## src/rtl/gcds_pkg.sv

```systemverilog
// gcds_pkg: shared types and codes for the GUB constraint detect and sort block
// item kind codes, configuration register map and the stored table entry
// no dependencies
`timescale 1ns / 1ps

package gcds_pkg;

	// item kind codes
	localparam logic [1:0] KIND_HEADER = 2'd0;
	localparam logic [1:0] KIND_TERM   = 2'd1;
	localparam logic [1:0] KIND_END    = 2'd2;

	// configuration register map (word index from paddr[2])
	localparam logic REG_ENABLE    = 1'b0;
	localparam logic REG_MIN_TERMS = 1'b1;

	// configuration reset values
	localparam logic        ENABLE_RST    = 1'b1;
	localparam logic [15:0] MIN_TERMS_RST = 16'd2;

	// fixed field widths
	localparam int unsigned TERM_W  = 16;
	localparam int unsigned OUT_IDX_W = 16;
	localparam int unsigned TOTAL_W = 6;

	// one stored GUB entry
	typedef struct packed {
		logic [OUT_IDX_W-1:0] idx;
		logic                 value;
		logic [TERM_W-1:0]    terms;
	} gub_entry_t;

endpackage

```

## src/rtl/gub_constraint_detect_sort.sv

```systemverilog
// gub_constraint_detect_sort: classifies constraint headers and terms, stores
// qualifying GUB constraints and emits them sorted by descending term count
// depends on gcds_pkg
`timescale 1ns / 1ps

// Usage:
// Items enter on the item channel (item_valid / item_stall) with fields kind,
// is_equality, term_count, rhs_int, rhs_whole, coef_is_one, var_integer and
// var_fixed. Header and term items are accepted while the block is idle and cause no result.
// An end item judges the open constraint and starts the output phase; the
// block holds item_stall high until the whole run has been delivered.
// Results leave on the result channel (result_valid / result_stall), one per
// stored GUB in stable descending term-count order, last high on the final
// one. A run with no GUB gives one result with gub_valid low.
// Each result is found by one comparator walking the stored table through a
// single registered read port; the whole table is scanned anew for each result.
// A stalled result holds its payload until the transaction completes.
// Reset (arst_n low) clears the run state, sets enable to 1 and min_terms to 2;
// the table needs no clearing. The user writes configuration over the APB port
// only while the block is idle (not enforced): enable at 0x0, min_terms at 0x4.

module gub_constraint_detect_sort
	import gcds_pkg::*;
#(
	parameter int unsigned MAX_GUB    = 32,
	parameter int unsigned INDEX_BITS = 16
) (
	input  logic        clk,
	input  logic        arst_n,
	// configuration port
	input  logic        psel,
	input  logic        penable,
	input  logic        pwrite,
	input  logic [2:0]  paddr,
	input  logic [31:0] pwdata,
	output logic [31:0] prdata,
	output logic        pready,
	// item channel
	input  logic        item_valid,
	output logic        item_stall,
	input  logic [1:0]  kind,
	input  logic        is_equality,
	input  logic [15:0] term_count,
	input  logic [15:0] rhs_int,
	input  logic        rhs_whole,
	input  logic        coef_is_one,
	input  logic        var_integer,
	input  logic        var_fixed,
	// result channel
	output logic        result_valid,
	input  logic        result_stall,
	output logic        gub_valid,
	output logic [15:0] constraint_index,
	output logic        instantiation_value,
	output logic [15:0] gub_terms,
	output logic [5:0]  gub_total,
	output logic        overflow,
	output logic        last
);

	localparam int unsigned CW = $clog2(MAX_GUB + 1);
	localparam int unsigned AW = $clog2(MAX_GUB);

	localparam logic [1:0] S_IDLE = 2'd0;
	localparam logic [1:0] S_SCAN = 2'd1;
	localparam logic [1:0] S_EMIT = 2'd2;

	logic [1:0]            state_q;

	logic                  enable_q;
	logic [TERM_W-1:0]     min_terms_q;

	logic [INDEX_BITS-1:0] counter_q;
	logic [OUT_IDX_W-1:0]  pend_idx_q;
	logic                  pend_valid_q;
	logic                  pend_ok_q;
	logic [TERM_W-1:0]     pend_terms_q;
	logic                  pend_value_q;
	logic [TERM_W-1:0]     nonfixed_q;
	logic                  ovf_q;
	logic [CW-1:0]         count_q;

	gub_entry_t            mem [MAX_GUB];
	gub_entry_t            rd_data_s1;
	logic                  rd_vld_s1;
	logic [AW-1:0]         rd_pos_s1;
	logic [CW-1:0]         rd_ptr_q;

	logic [CW-1:0]         emit_q;
	logic                  have_last_q;
	logic [TERM_W-1:0]     last_terms_q;
	logic [AW-1:0]         last_pos_q;
	logic                  best_found_q;
	gub_entry_t            best_q;
	logic [AW-1:0]         best_pos_q;

	logic item_acc, result_acc, cfg_wr;
	logic is_hdr, is_term, is_end;
	logic judge, judge_hit, room, wr_en;
	logic hdr_base_ok, hdr_one, hdr_nm1;
	logic rd_issue, scan_done, eligible, better, final_result;
	gub_entry_t wr_entry;

	// handshakes
	assign item_stall   = (state_q != S_IDLE);
	assign item_acc     = item_valid && !item_stall;
	assign result_valid = (state_q == S_EMIT);
	assign result_acc   = result_valid && !result_stall;
	assign pready       = 1'b1;
	assign cfg_wr       = psel && penable && pwrite && pready;

	// configuration registers
	always_ff @(posedge clk or negedge arst_n) begin
		if (!arst_n) begin
			enable_q    <= ENABLE_RST;
			min_terms_q <= MIN_TERMS_RST;
		end else if (cfg_wr) begin
			unique case (paddr[2])
				REG_ENABLE:    enable_q    <= pwdata[0];
				REG_MIN_TERMS: min_terms_q <= pwdata[TERM_W-1:0];
				default: ;
			endcase
		end
	end

	// configuration readback
	always_comb begin
		unique case (paddr[2])
			REG_ENABLE:    prdata = {31'd0, enable_q};
			REG_MIN_TERMS: prdata = {16'd0, min_terms_q};
			default:       prdata = 32'd0;
		endcase
	end

	// item decode
	assign is_hdr  = item_acc && (kind == KIND_HEADER);
	assign is_term = item_acc && (kind == KIND_TERM);
	assign is_end  = item_acc && (kind == KIND_END);

	// header classification
	assign hdr_base_ok = is_equality && (term_count >= min_terms_q) && rhs_whole;
	assign hdr_one     = (rhs_int == 16'd1);
	assign hdr_nm1     = (({1'b0, rhs_int} + 17'd1) == {1'b0, term_count});

	// judging of the open constraint on a header or the end item
	assign judge     = is_hdr || is_end;
	assign judge_hit = pend_valid_q && pend_ok_q && enable_q && (nonfixed_q >= min_terms_q);
	assign room      = (count_q < CW'(MAX_GUB));
	assign wr_en     = judge && judge_hit && room;
	assign wr_entry  = '{idx: pend_idx_q, value: pend_value_q, terms: pend_terms_q};

	// scan of the stored table, one entry per cycle
	assign rd_issue  = (state_q == S_SCAN) && (rd_ptr_q < count_q);
	assign scan_done = (state_q == S_SCAN) && !rd_issue && !rd_vld_s1;

	// ordering compare: entry comes after the last emitted one, and before the best so far
	assign eligible = !have_last_q || (last_terms_q > rd_data_s1.terms) ||
		((last_terms_q == rd_data_s1.terms) && (last_pos_q < rd_pos_s1));
	assign better   = !best_found_q || (rd_data_s1.terms > best_q.terms);

	assign final_result = (count_q == '0) || ((emit_q + CW'(1)) == count_q);

	// table memory
	always_ff @(posedge clk) begin
		if (wr_en) begin
			mem[count_q[AW-1:0]] <= wr_entry;
		end
		if (rd_issue) begin
			rd_data_s1 <= mem[rd_ptr_q[AW-1:0]];
		end
	end

	// run state: pending constraint, counters and flags
	always_ff @(posedge clk or negedge arst_n) begin
		if (!arst_n) begin
			counter_q    <= '0;
			pend_valid_q <= 1'b0;
			pend_ok_q    <= 1'b0;
			pend_terms_q <= '0;
			pend_value_q <= 1'b0;
			pend_idx_q   <= '0;
			nonfixed_q   <= '0;
			ovf_q        <= 1'b0;
			count_q      <= '0;
		end else if (result_acc && final_result) begin
			counter_q <= '0;
			ovf_q     <= 1'b0;
			count_q   <= '0;
		end else begin
			if (judge && judge_hit) begin
				if (room) begin
					count_q <= count_q + CW'(1);
				end else begin
					ovf_q <= 1'b1;
				end
			end
			if (is_hdr) begin
				pend_valid_q <= 1'b1;
				pend_idx_q   <= OUT_IDX_W'(counter_q);
				counter_q    <= counter_q + INDEX_BITS'(1);
				pend_terms_q <= term_count;
				pend_ok_q    <= hdr_base_ok && (hdr_one || hdr_nm1);
				pend_value_q <= !hdr_one && hdr_nm1;
				nonfixed_q   <= '0;
			end else if (is_end) begin
				pend_valid_q <= 1'b0;
				pend_ok_q    <= 1'b0;
				pend_terms_q <= '0;
				pend_value_q <= 1'b0;
				nonfixed_q   <= '0;
			end else if (is_term && pend_valid_q) begin
				if (!var_fixed && (nonfixed_q != {TERM_W{1'b1}})) begin
					nonfixed_q <= nonfixed_q + TERM_W'(1);
				end
				if (!coef_is_one || !var_integer) begin
					pend_ok_q <= 1'b0;
				end
			end
		end
	end

	// sequencer for the output phase
	always_ff @(posedge clk or negedge arst_n) begin
		if (!arst_n) begin
			state_q      <= S_IDLE;
			rd_ptr_q     <= '0;
			rd_vld_s1    <= 1'b0;
			rd_pos_s1    <= '0;
			emit_q       <= '0;
			have_last_q  <= 1'b0;
			best_found_q <= 1'b0;
		end else begin
			rd_vld_s1 <= rd_issue;
			if (rd_issue) begin
				rd_pos_s1 <= rd_ptr_q[AW-1:0];
				rd_ptr_q  <= rd_ptr_q + CW'(1);
			end
			if (rd_vld_s1 && eligible && better) begin
				best_found_q <= 1'b1;
			end
			unique case (state_q)
				S_IDLE: begin
					if (is_end) begin
						state_q      <= S_SCAN;
						rd_ptr_q     <= '0;
						emit_q       <= '0;
						have_last_q  <= 1'b0;
						best_found_q <= 1'b0;
					end
				end
				S_SCAN: begin
					if (scan_done) begin
						state_q <= S_EMIT;
					end
				end
				S_EMIT: begin
					if (result_acc) begin
						if (final_result) begin
							state_q <= S_IDLE;
						end else begin
							state_q      <= S_SCAN;
							rd_ptr_q     <= '0;
							emit_q       <= emit_q + CW'(1);
							have_last_q  <= 1'b1;
							best_found_q <= 1'b0;
						end
					end
				end
				default: state_q <= S_IDLE;
			endcase
		end
	end

	// best entry of the current scan and the last emitted key
	always_ff @(posedge clk) begin
		if (is_end) begin
			best_q     <= '0;
			best_pos_q <= '0;
		end else if (rd_vld_s1 && eligible && better) begin
			best_q     <= rd_data_s1;
			best_pos_q <= rd_pos_s1;
		end
		if (result_acc) begin
			last_terms_q <= best_q.terms;
			last_pos_q   <= best_pos_q;
		end
	end

	// result payload
	assign gub_valid           = (count_q != '0);
	assign constraint_index    = best_q.idx;
	assign instantiation_value = best_q.value;
	assign gub_terms           = best_q.terms;
	assign gub_total           = TOTAL_W'(count_q);
	assign overflow            = ovf_q;
	assign last                = final_result;

	// checks
	a_count_bound: assert property (@(posedge clk) disable iff (!arst_n)
		count_q <= CW'(MAX_GUB))
		else $error("stored count exceeds table depth");

	a_end_stalls: assert property (@(posedge clk) disable iff (!arst_n)
		(item_valid && !item_stall && kind == KIND_END) |=> item_stall)
		else $error("input not stalled after end transaction");

	a_run_cleared: assert property (@(posedge clk) disable iff (!arst_n)
		(result_acc && last) |=> (count_q == '0 && !ovf_q && state_q == S_IDLE))
		else $error("run state not cleared after final result");

	a_read_in_scan: assert property (@(posedge clk) disable iff (!arst_n)
		rd_vld_s1 |-> (state_q == S_SCAN))
		else $error("table read data outside scan");

endmodule
```

## config.mk

```make
export PLATFORM = sky130hd
export DESIGN_NAME = gub_constraint_detect_sort
export DESIGN_NICKNAME = d
export VERILOG_FILES = /design/src/rtl/gcds_pkg.sv /design/src/rtl/gub_constraint_detect_sort.sv
export SDC_FILE = /design/constraint.sdc
export NUM_CORES = 1
export LEC_CHECK = 0
export BUFFER_PORTS_ARGS = -buffer_cell sky130_fd_sc_hd__buf_2
export CAP_MARGIN = 5
export CORE_MARGIN = 2
export CORE_UTILIZATION = 35
export DETAILED_ROUTE_END_ITERATION = 12
export GPL_ROUTABILITY_DRIVEN = 0
export MAX_ROUTING_LAYER = met4
export RECOVER_POWER = 100
export REMOVE_ABC_BUFFERS = 1
export SLEW_MARGIN = 10
export SYNTH_ARGS = -nofsm -noshare
export SYNTH_HDL_FRONTEND = slang
export SYNTH_SLANG_ARGS = --single-unit
export TNS_END_PERCENT = 50
```

## constraint.sdc

```tcl
create_clock -name clk -period 5.09 [get_ports clk]
set_input_delay 0.2545 -clock clk [delete_from_list [all_inputs] [get_ports clk]]
set_output_delay 0.2545 -clock clk [all_outputs]
set_load 0.02 [all_outputs]
```

==> results of run 1 <==
==> cell families (layout without fill, tap and decap cells) <==
logic type,Yosys count,in the layout,synth area share
AOI/OAI and AO/OA,497,497,0.0618
xor gates and xnor gates,65,65,0.0111
adders and majority gates,83,83,0.0202
buffers and inverters,248,555,0.0204
DFF,1261,1261,0.720
muxes,383,383,0.116
other,2,17,0.000146
and+or+nand+nor,546,546,0.0505
==> cell type report <==
cell class,instances,area share
timing repair buffer,246,0.0298
multi-input combinational,1591,0.230
sequential,1261,0.624
inverter,70,0.00444
clock inverter,84,0.0131
tap,1917,0.0405
clock buffer,155,0.0578
==> worst max-delay path by stage <==
| stage | start | endpoint | slack, ns |
|---|---|---|---|
| 3_3_place_gp | nonfixed_q[0] | mem[13][13] | 1.15 |
| 3_5_place_dp | min_terms_q[1] | mem[16][7] | 1.07 |
| 2_1_floorplan | rd_ptr_q[0] | rd_pos_s1[0] | -8.88 |
| 6_report | state_q[1] | mem[21][9] | 0.75 |
| 4_1_cts | min_terms_q[1] | mem[16][14] | 1.05 |
| 5_1_grt | state_q[1] | mem[21][9] | 0.45 |
==> sequential cells by signal (all words and copies together) (netlist names), 2 cells and up <==
signal / cells
nonfixed_q: 16
last_pos_q: 5
last_terms_q: 16
rd_pos_s1: 5
constraint_index: 16
emit_q: 6
pend_terms_q: 16
rd_data_s1: 33
gub_total: 6
counter_q: 16
gub_terms: 16
mem: 1056
state_q: 2
best_pos_q: 5
min_terms_q: 16
rd_ptr_q: 6
pend_idx_q: 16
==> synth_stat cells, types with 43 or more instances <==
master	instances
mux2_2	52
nor2_1	95
inv_1	69
clkbuf_1	97
o21ai_0	174
buf_2	43
nand3_1	73
mux2i_1	166
o221ai_1	99
nand2_1	232
dfrtp_1	111
mux4_2	165
edfxtp_1	1110
ha_1	83
a21oi_1	103
==> metal layers <==
metal | wire (um) | up-vias
li1 | - | 12500
met1 | 55500 | 14400
met2 | 54700 | 795
met3 | 7550 | 131
met4 | 1810 | 0
met5 | 0 | -
==> tightest hold or removal path: stages <==
cell and delay (ns):
buf_2 0.22, nand3b_1 0.21, nand2_1 0.07
==> per-stage QoR <==
stage	setup slack (ns)	area, um2
2_1_floorplan	-8.88	50600
3_3_place_gp	1.15	54700
3_5_place_dp	1.07	54700
4_1_cts	1.05	59400
5_1_grt	0.454	59200
6_report	0.754	59200
==> power by group through the flow <==
| stage | clock [mW] | sequential, mW | combinational (mW) |
|---|---|---|---|
| floorplan | 0 | 14.1 | 4.23 |
| global placement | 0 | 14.1 | 7.49 |
| detailed placement | 0 | 14.2 | 7.58 |
| CTS | 9.56 | 14.0 | 7.64 |
| global route | 9.96 | 14.1 | 8.23 |
| finish | 9.34 | 14.0 | 7.46 |
==> repair_timing <==
item                                   CTS  global route
setup buffers                            0             0
setup endpoints to repair                0             0
hold buffers                            50             0
endpoints found under the hold margin   94             0
==> results by group, run 1 <==
Run status
  • Status: finished, violations left
  • Failing checks: max-capacitance violations, max-slew violations

Worst setup path
  • Max incr delay on CP: 0.82 ns
  • CP Capture Type: register
  • Critical path depth: 8
  • Crit Path Category: reg -> reg
  • Reg2reg end: mem[21][9]
  • Worst Path Buf+Inv: 1
  • Worst reg2reg path depth: 8
  • Delay-heaviest family, CP: simple AND/OR/NAND/NOR gates
  • Crit-path cells: or2_0 > or2_0 > a2111oi_4 > a21oi_1 > a211oi_4 > nand2_1 > nor2_2 > buf_12
  • Arrival @ worst endpoint: 4.77 ns
  • CP required: 5.53 ns
  • CP max stage cell: nor2_2
  • R2R Setup Slk: 0.75 ns
  • CP max FO: 23
  • Worst setup SP type: register
  • Most used cell, CP: or2_0
  • Worst r2r src: state_q[1]

GRT
  • First-pass GRT wire length: approximately 180 mm
  • Busiest grt layer: met2
  • Tot GR Track Use: 0.164
  • Vias in the first global route: around 28k
  • Initial antenna violation count: 1
  • Largest net degree at the start of global routing: just over 100
  • Met2 Usage GRT: 0.245
  • Met3 global-route usage: 0.0293
  • GR Overflow Total: 0
  • M1 GR Usage: 0.232

Clocking
  • CTS Buffer Depth: 3
  • Clk slew on worst S/H paths: 0.06 ns
  • CTS sink cnt: 1261
  • TritonCTS Buffers: 132
  • Clock Latency Late Sink: 0.76 ns
  • Cts repair resizes: 0
  • CTS tree: yes
  • CTS root buffer: clkbuf_16
  • H-tree Lvls: 4

Floorplanning
  • Total die area: ~0.15 mm2
  • Starting Density: 0.352
  • Site Rows: 140
  • Die Y: 387 um
  • Die width: 387 um
  • I/O pins: 158
  • Core area: ~0.15 mm2

Timing
  • Final hold vios: 0
  • Worst Tran Pin Value: around 3.3 ns
  • Fin. max-slew vios: 161
  • Fin crit share: 0.852
  • Max_slew headroom: -1.21
  • Fmax: 231 MHz
  • Final setup vio count: 0
  • Period minus WS final: about 4.3 ns
  • Setup tns final: 0 ns
  • Clk_skew: ~0.029 ns
  • RSZ-0062 raised after global routing: false
  • Hold WS: 0.0442 ns

Routing
  • Wire per inst: 22.4 um
  • Aggregate routed wire length: 119 mm
  • Detail Route Antenna Nets: 0
  • DR vias/cell: 5.24
  • DRT iter0 DRCs: roughly 2.3k
  • TritonRoute pass-1 iters: 5
  • Post-route DRC: 0
  • Vias: 27.9k

Pwr
  • Total power draw: 30.8 mW
  • Leak: between 20 and 25 nW
  • Peak supply drop: about 0.5 mV
  • P_int: ~21 mW
  • Combinational Power Share: 0.243
  • Pwr Density: 520 mW/mm2
  • Sw Pwr: 9.97 mW
  • Reg power frac: 0.454
  • Sw Ratio: 0.324
  • Clk pwr share: 0.304

Logic synthesis
  • Synth top area share: 0.650
  • Synthesized area per cell: 16.6 um2
  • Part of the Yosys area used for sequential elements: 0.720
  • Most area-hungry cell type in the Yosys netlist: edfxtp_1
  • Ranking of synthesized cells by area: edfxtp_1 (65%), mux4_2 (7.2%), dfrtp_1 (5.4%)
  • YS warnings: 0
  • Netlist cell types: 75
  • Post-synth EDFFs: 1110
  • Post-synthesis async set-or-reset flop share: 0.0896
  • Synthesized cell area: between 0.05 and 0.06 mm2
  • Instance count of the mapped netlist: around 3.1k
  • Ys flop type: edfxtp_1
  • Post-synthesis register bit count: 1261

Place
  • Post-DP HPWL: 71.4 mm
  • PortBufs: 122
  • Placed cells: 5035

Layout
  • Area Overhead vs Synth: 15.3%
  • Share of cells above drive strength 1: 0.172
  • Fill count: between 10k and 15k
  • N_diodes: 0
  • Final net count: 3466
  • Area occupied by registers: 0.0369 mm2
  • Post-layout util: 0.407
  • Leading cell type in the layout, fill and taps excluded: edfxtp_1
  • Area taken by multi-input logic gates: 0.0136 mm2
  • Finished Layout Cells: 5324
  • Commonest non-fill, non-tap cells in the layout: edfxtp_1 (1110), nand2_1 (230), o21ai_0 (175), mux2i_1 (166), mux4_2 (165)

Hold path
  • Hold/Removal Path Class: in -> reg
  • Hold Startpoint: kind[1]
  • WHS Path Cells: 3
  • Hold worst-path end: pend_terms_q[2]

Run
  • Maximum Capacitance Violations: 3
Note: power is estimated with default switching activity, not from simulation.
==> run 2: changes to the inputs <==
==> constraint.sdc (replaced) <==
create_clock -name clk -period 5.09 [get_ports clk]
set_input_delay 0.509 -clock clk [delete_from_list [all_inputs] [get_ports clk]]
set_output_delay 0.509 -clock clk [all_outputs]
set_load 0.02 [all_outputs]
==> run 2 against run 1 <==
Clock-buffer cell count rose by 11. Maximum frequency fell by 1.9%. The flow still finishes with violations (max-capacitance violations, max-slew violations). Critical path depth fell by 1.
==> results by group, run 2 (synthesis gave the netlist of run 1 again) <==
Place
  • Post-DP HPWL: 71.2 mm (-0.19%)
  • PortBufs: 122 (unchanged)

Worst setup path
  • Arrival @ worst endpoint: 4.96 ns (+0.19 ns)
  • CP required: 5.63 ns (+0.10 ns)
  • Most used cell, CP: clkbuf_1
  • R2R Setup Slk: 0.67 ns (-0.08 ns)
  • Worst reg2reg path depth: 7 (-1)
  • Worst setup SP type: register
  • Worst Path Buf+Inv: 2 (+1)
  • Reg2reg end: rd_ptr_q[4]
  • CP Capture Type: register
  • CP max stage cell: clkbuf_1
  • Crit-path cells: nor2b_1 > nor2b_2 > clkbuf_1 > o211ai_1 > nand2_1 > clkbuf_1 > a21oi_1
  • Worst r2r src: state_q[1]
  • Crit Path Category: reg -> reg
  • Delay-heaviest family, CP: buffers and inverters
  • CP max FO: 23 (unchanged)
  • Max incr delay on CP: 1.42 ns (+0.60 ns)

Run status
  • Failing checks: max-capacitance violations, max-slew violations
  • Status: finished, violations left

Routing
  • DRT iter0 DRCs: 2466 (+5.6%)
  • Detail Route Antenna Nets: 0 (unchanged)
  • Post-route DRC: 0 (unchanged)
  • Wire per inst: 22.7 um (+1.2%)
  • TritonRoute pass-1 iters: 5 (unchanged)
  • Aggregate routed wire length: 120 mm (+0.61%)
  • DR vias/cell: 5.24 (about the same)
  • Vias: 27.7k (-0.64%)

Pwr
  • Reg power frac: 0.458 (+0.004)
  • Sw Pwr: 9.88 mW (-0.96%)
  • Combinational Power Share: 0.242 (about the same)
  • Leak: 20.3 nW (-0.93%)
  • Clk pwr share: 0.300 (-0.004)
  • Peak supply drop: 0.267 mV (-47%)
  • Sw Ratio: 0.323 (-0.000600)
  • Pwr Density: 521 mW/mm2 (+0.15%)
  • P_int: 20.7 mW (-0.69%)

GRT
  • Tot GR Track Use: 0.164 (about the same)
  • Vias in the first global route: 27.9k (-0.58%)
  • GR Overflow Total: 0 (unchanged)
  • Largest net degree at the start of global routing: 71 (-30%)
  • Initial antenna violation count: 4 (+3)
  • First-pass GRT wire length: 181 mm (-0.39%)

Layout
  • Area Overhead vs Synth: 14.3%
  • Commonest non-fill, non-tap cells in the layout: edfxtp_1 (1110), nand2_1 (230), o21ai_0 (174), mux2i_1 (166), mux4_2 (165)
  • N_diodes: 0 (unchanged)
  • Final net count: 3435 (-0.89%)
  • Leading cell type in the layout, fill and taps excluded: edfxtp_1
  • Post-layout util: 0.403 (-0.00375)
  • Share of cells above drive strength 1: 0.172 (-0.000737)
  • Largest register FFs: 1056 (unchanged)
  • Fill count: 13.1k (+0.86%)

Floorplanning
  • Die width: 387 um (unchanged)
  • Total die area: 0.150 mm2 (unchanged)
  • Core area: 0.146 mm2 (unchanged)
  • Starting Density: 0.352 (unchanged)
  • Site Rows: 140 (unchanged)
  • Die Y: 387 um (unchanged)
  • I/O pins: 158 (unchanged)

Clocking
  • CTS root buffer: clkbuf_16
  • Post-CTS setup buffers: 0 (unchanged)
  • CTS Buffer Depth: 3 (unchanged)
  • CTS sink cnt: 1261 (unchanged)
  • TritonCTS Buffers: 132 (unchanged)
  • CTS tree: yes
  • Cts repair resizes: 0 (unchanged)
  • Clk slew on worst S/H paths: 0.06 ns (about the same)
  • Clock Latency Late Sink: 0.74 ns (-0.02 ns)
  • H-tree Lvls: 4 (unchanged)

Timing
  • Worst Tran Pin Value: 2.02 ns (-1.30 ns)
  • RSZ-0062 raised after global routing: false
  • Final hold vios: 0 (unchanged)
  • Fmax: 226 MHz (-1.9%)
  • Fin. max-slew vios: 171 (+6.2%)
  • Period minus WS final: 4.42 ns (+0.0826 ns)
  • Final setup vio count: 0 (unchanged)
  • Max_slew headroom: -0.346 (+0.866)
  • Clk_skew: 0.0243 ns (-0.00461 ns)
  • Fin crit share: 0.868 (+0.0162)
  • Setup tns final: 0 ns (unchanged)

Run
  • Maximum Capacitance Violations: 5 (+2)

Hold path
  • WHS Path Cells: 3 (unchanged)
  • Hold/Removal Path Class: in -> reg
  • Hold worst-path end: pend_terms_q[15]
  • Hold Startpoint: term_count[15]
-- run 2: cell count changes in the layout (fill, tap and decap cells not counted), moves of 3 or more --
| cell | change |
|---|---|
| clkbuf_2 | +4 |
| clkinv_8 | -3 |
| nor2_1 | +3 |
| bufinv_16 | -3 |
| buf_12 | -6 |
| clkbuf_1 | +8 |
| dlygate4sd3_1 | -32 |
-- run 2: area by class of cell --
cell class	count	area, um2	share of cell area
Timing Repair Buffer	215	1370	0.0234
Sequential cell	1261	36900	0.630
Multi-Input combinational cell	1591	13600	0.232
Clock inverter	72	558	0.00952
Tap cell	1917	2400	0.0409
Inverter	70	263	0.00448
Clock buffer	166	3520	0.0601
-- run 2: metal layers --
metal  vias up  track usage  wire [um]
met5         -            -          0
met4         0       0.0381       2060
met3       166       0.0264       7670
met2       911        0.244      54300
met1     14200        0.235      56100
li1      12500            -          -
-- run 2: worst register-to-register path, delay by kind of cell, from the launching register on --
| family | cells | cell delay (ns) |
|---|---|---|
| AO/OA/AOI/OAI | 2 | 1.05 |
| buffers and inverters | 2 | 2.08 |
| flip-flops | 1 | 0.40 |
| AND/OR/NAND/NOR | 3 | 0.69 |
-- run 2: through the flow --
stage	total power [mW]	hold WS [ns]	instance area [um2]	setup WS, ns	std cells
final	30.5	0.0853	58600	0.672	5292
after global routing	32.0	0.0628	58600	0.497	5292
after detailed placement	21.7	0.417	54600	1.05	5036
after CTS	30.9	0.0375	58900	1.14	5292
after floorplan	18.3	0.213	50600	-8.88	2922
after global placement	21.6	0.405	54600	1.07	5036
-- run 2: power by group through the flow --
stage	Sequential, mW	Combinational, mW	Clock, mW
finish	14.0	7.38	9.16
global route	14.1	8.12	9.76
CTS	14.0	7.55	9.36
detailed placement	14.2	7.51	0
global placement	14.1	7.44	0
floorplan	14.1	4.23	0
-- run 2: worst max-delay path by stage --
stage                     start           end  slack, ns  cells past startpoint
floorplan           rd_ptr_q[0]  rd_pos_s1[0]      -8.88                      7
global placement        kind[0]    mem[10][1]       1.07                      9
detailed placement      kind[0]    mem[10][1]       1.05                      9
CTS                  state_q[1]   mem[10][32]       1.14                      8
global route         state_q[1]    mem[10][1]       0.50                      8
finish               state_q[1]   rd_ptr_q[4]       0.67                      7
-- run 2: what timing repair did --
action | 4_1_cts | 5_1_grt
endpoints found under the hold margin | 72 | 0
hold buffers | 18 | 0
endpoints found under the setup margin | 0 | 0
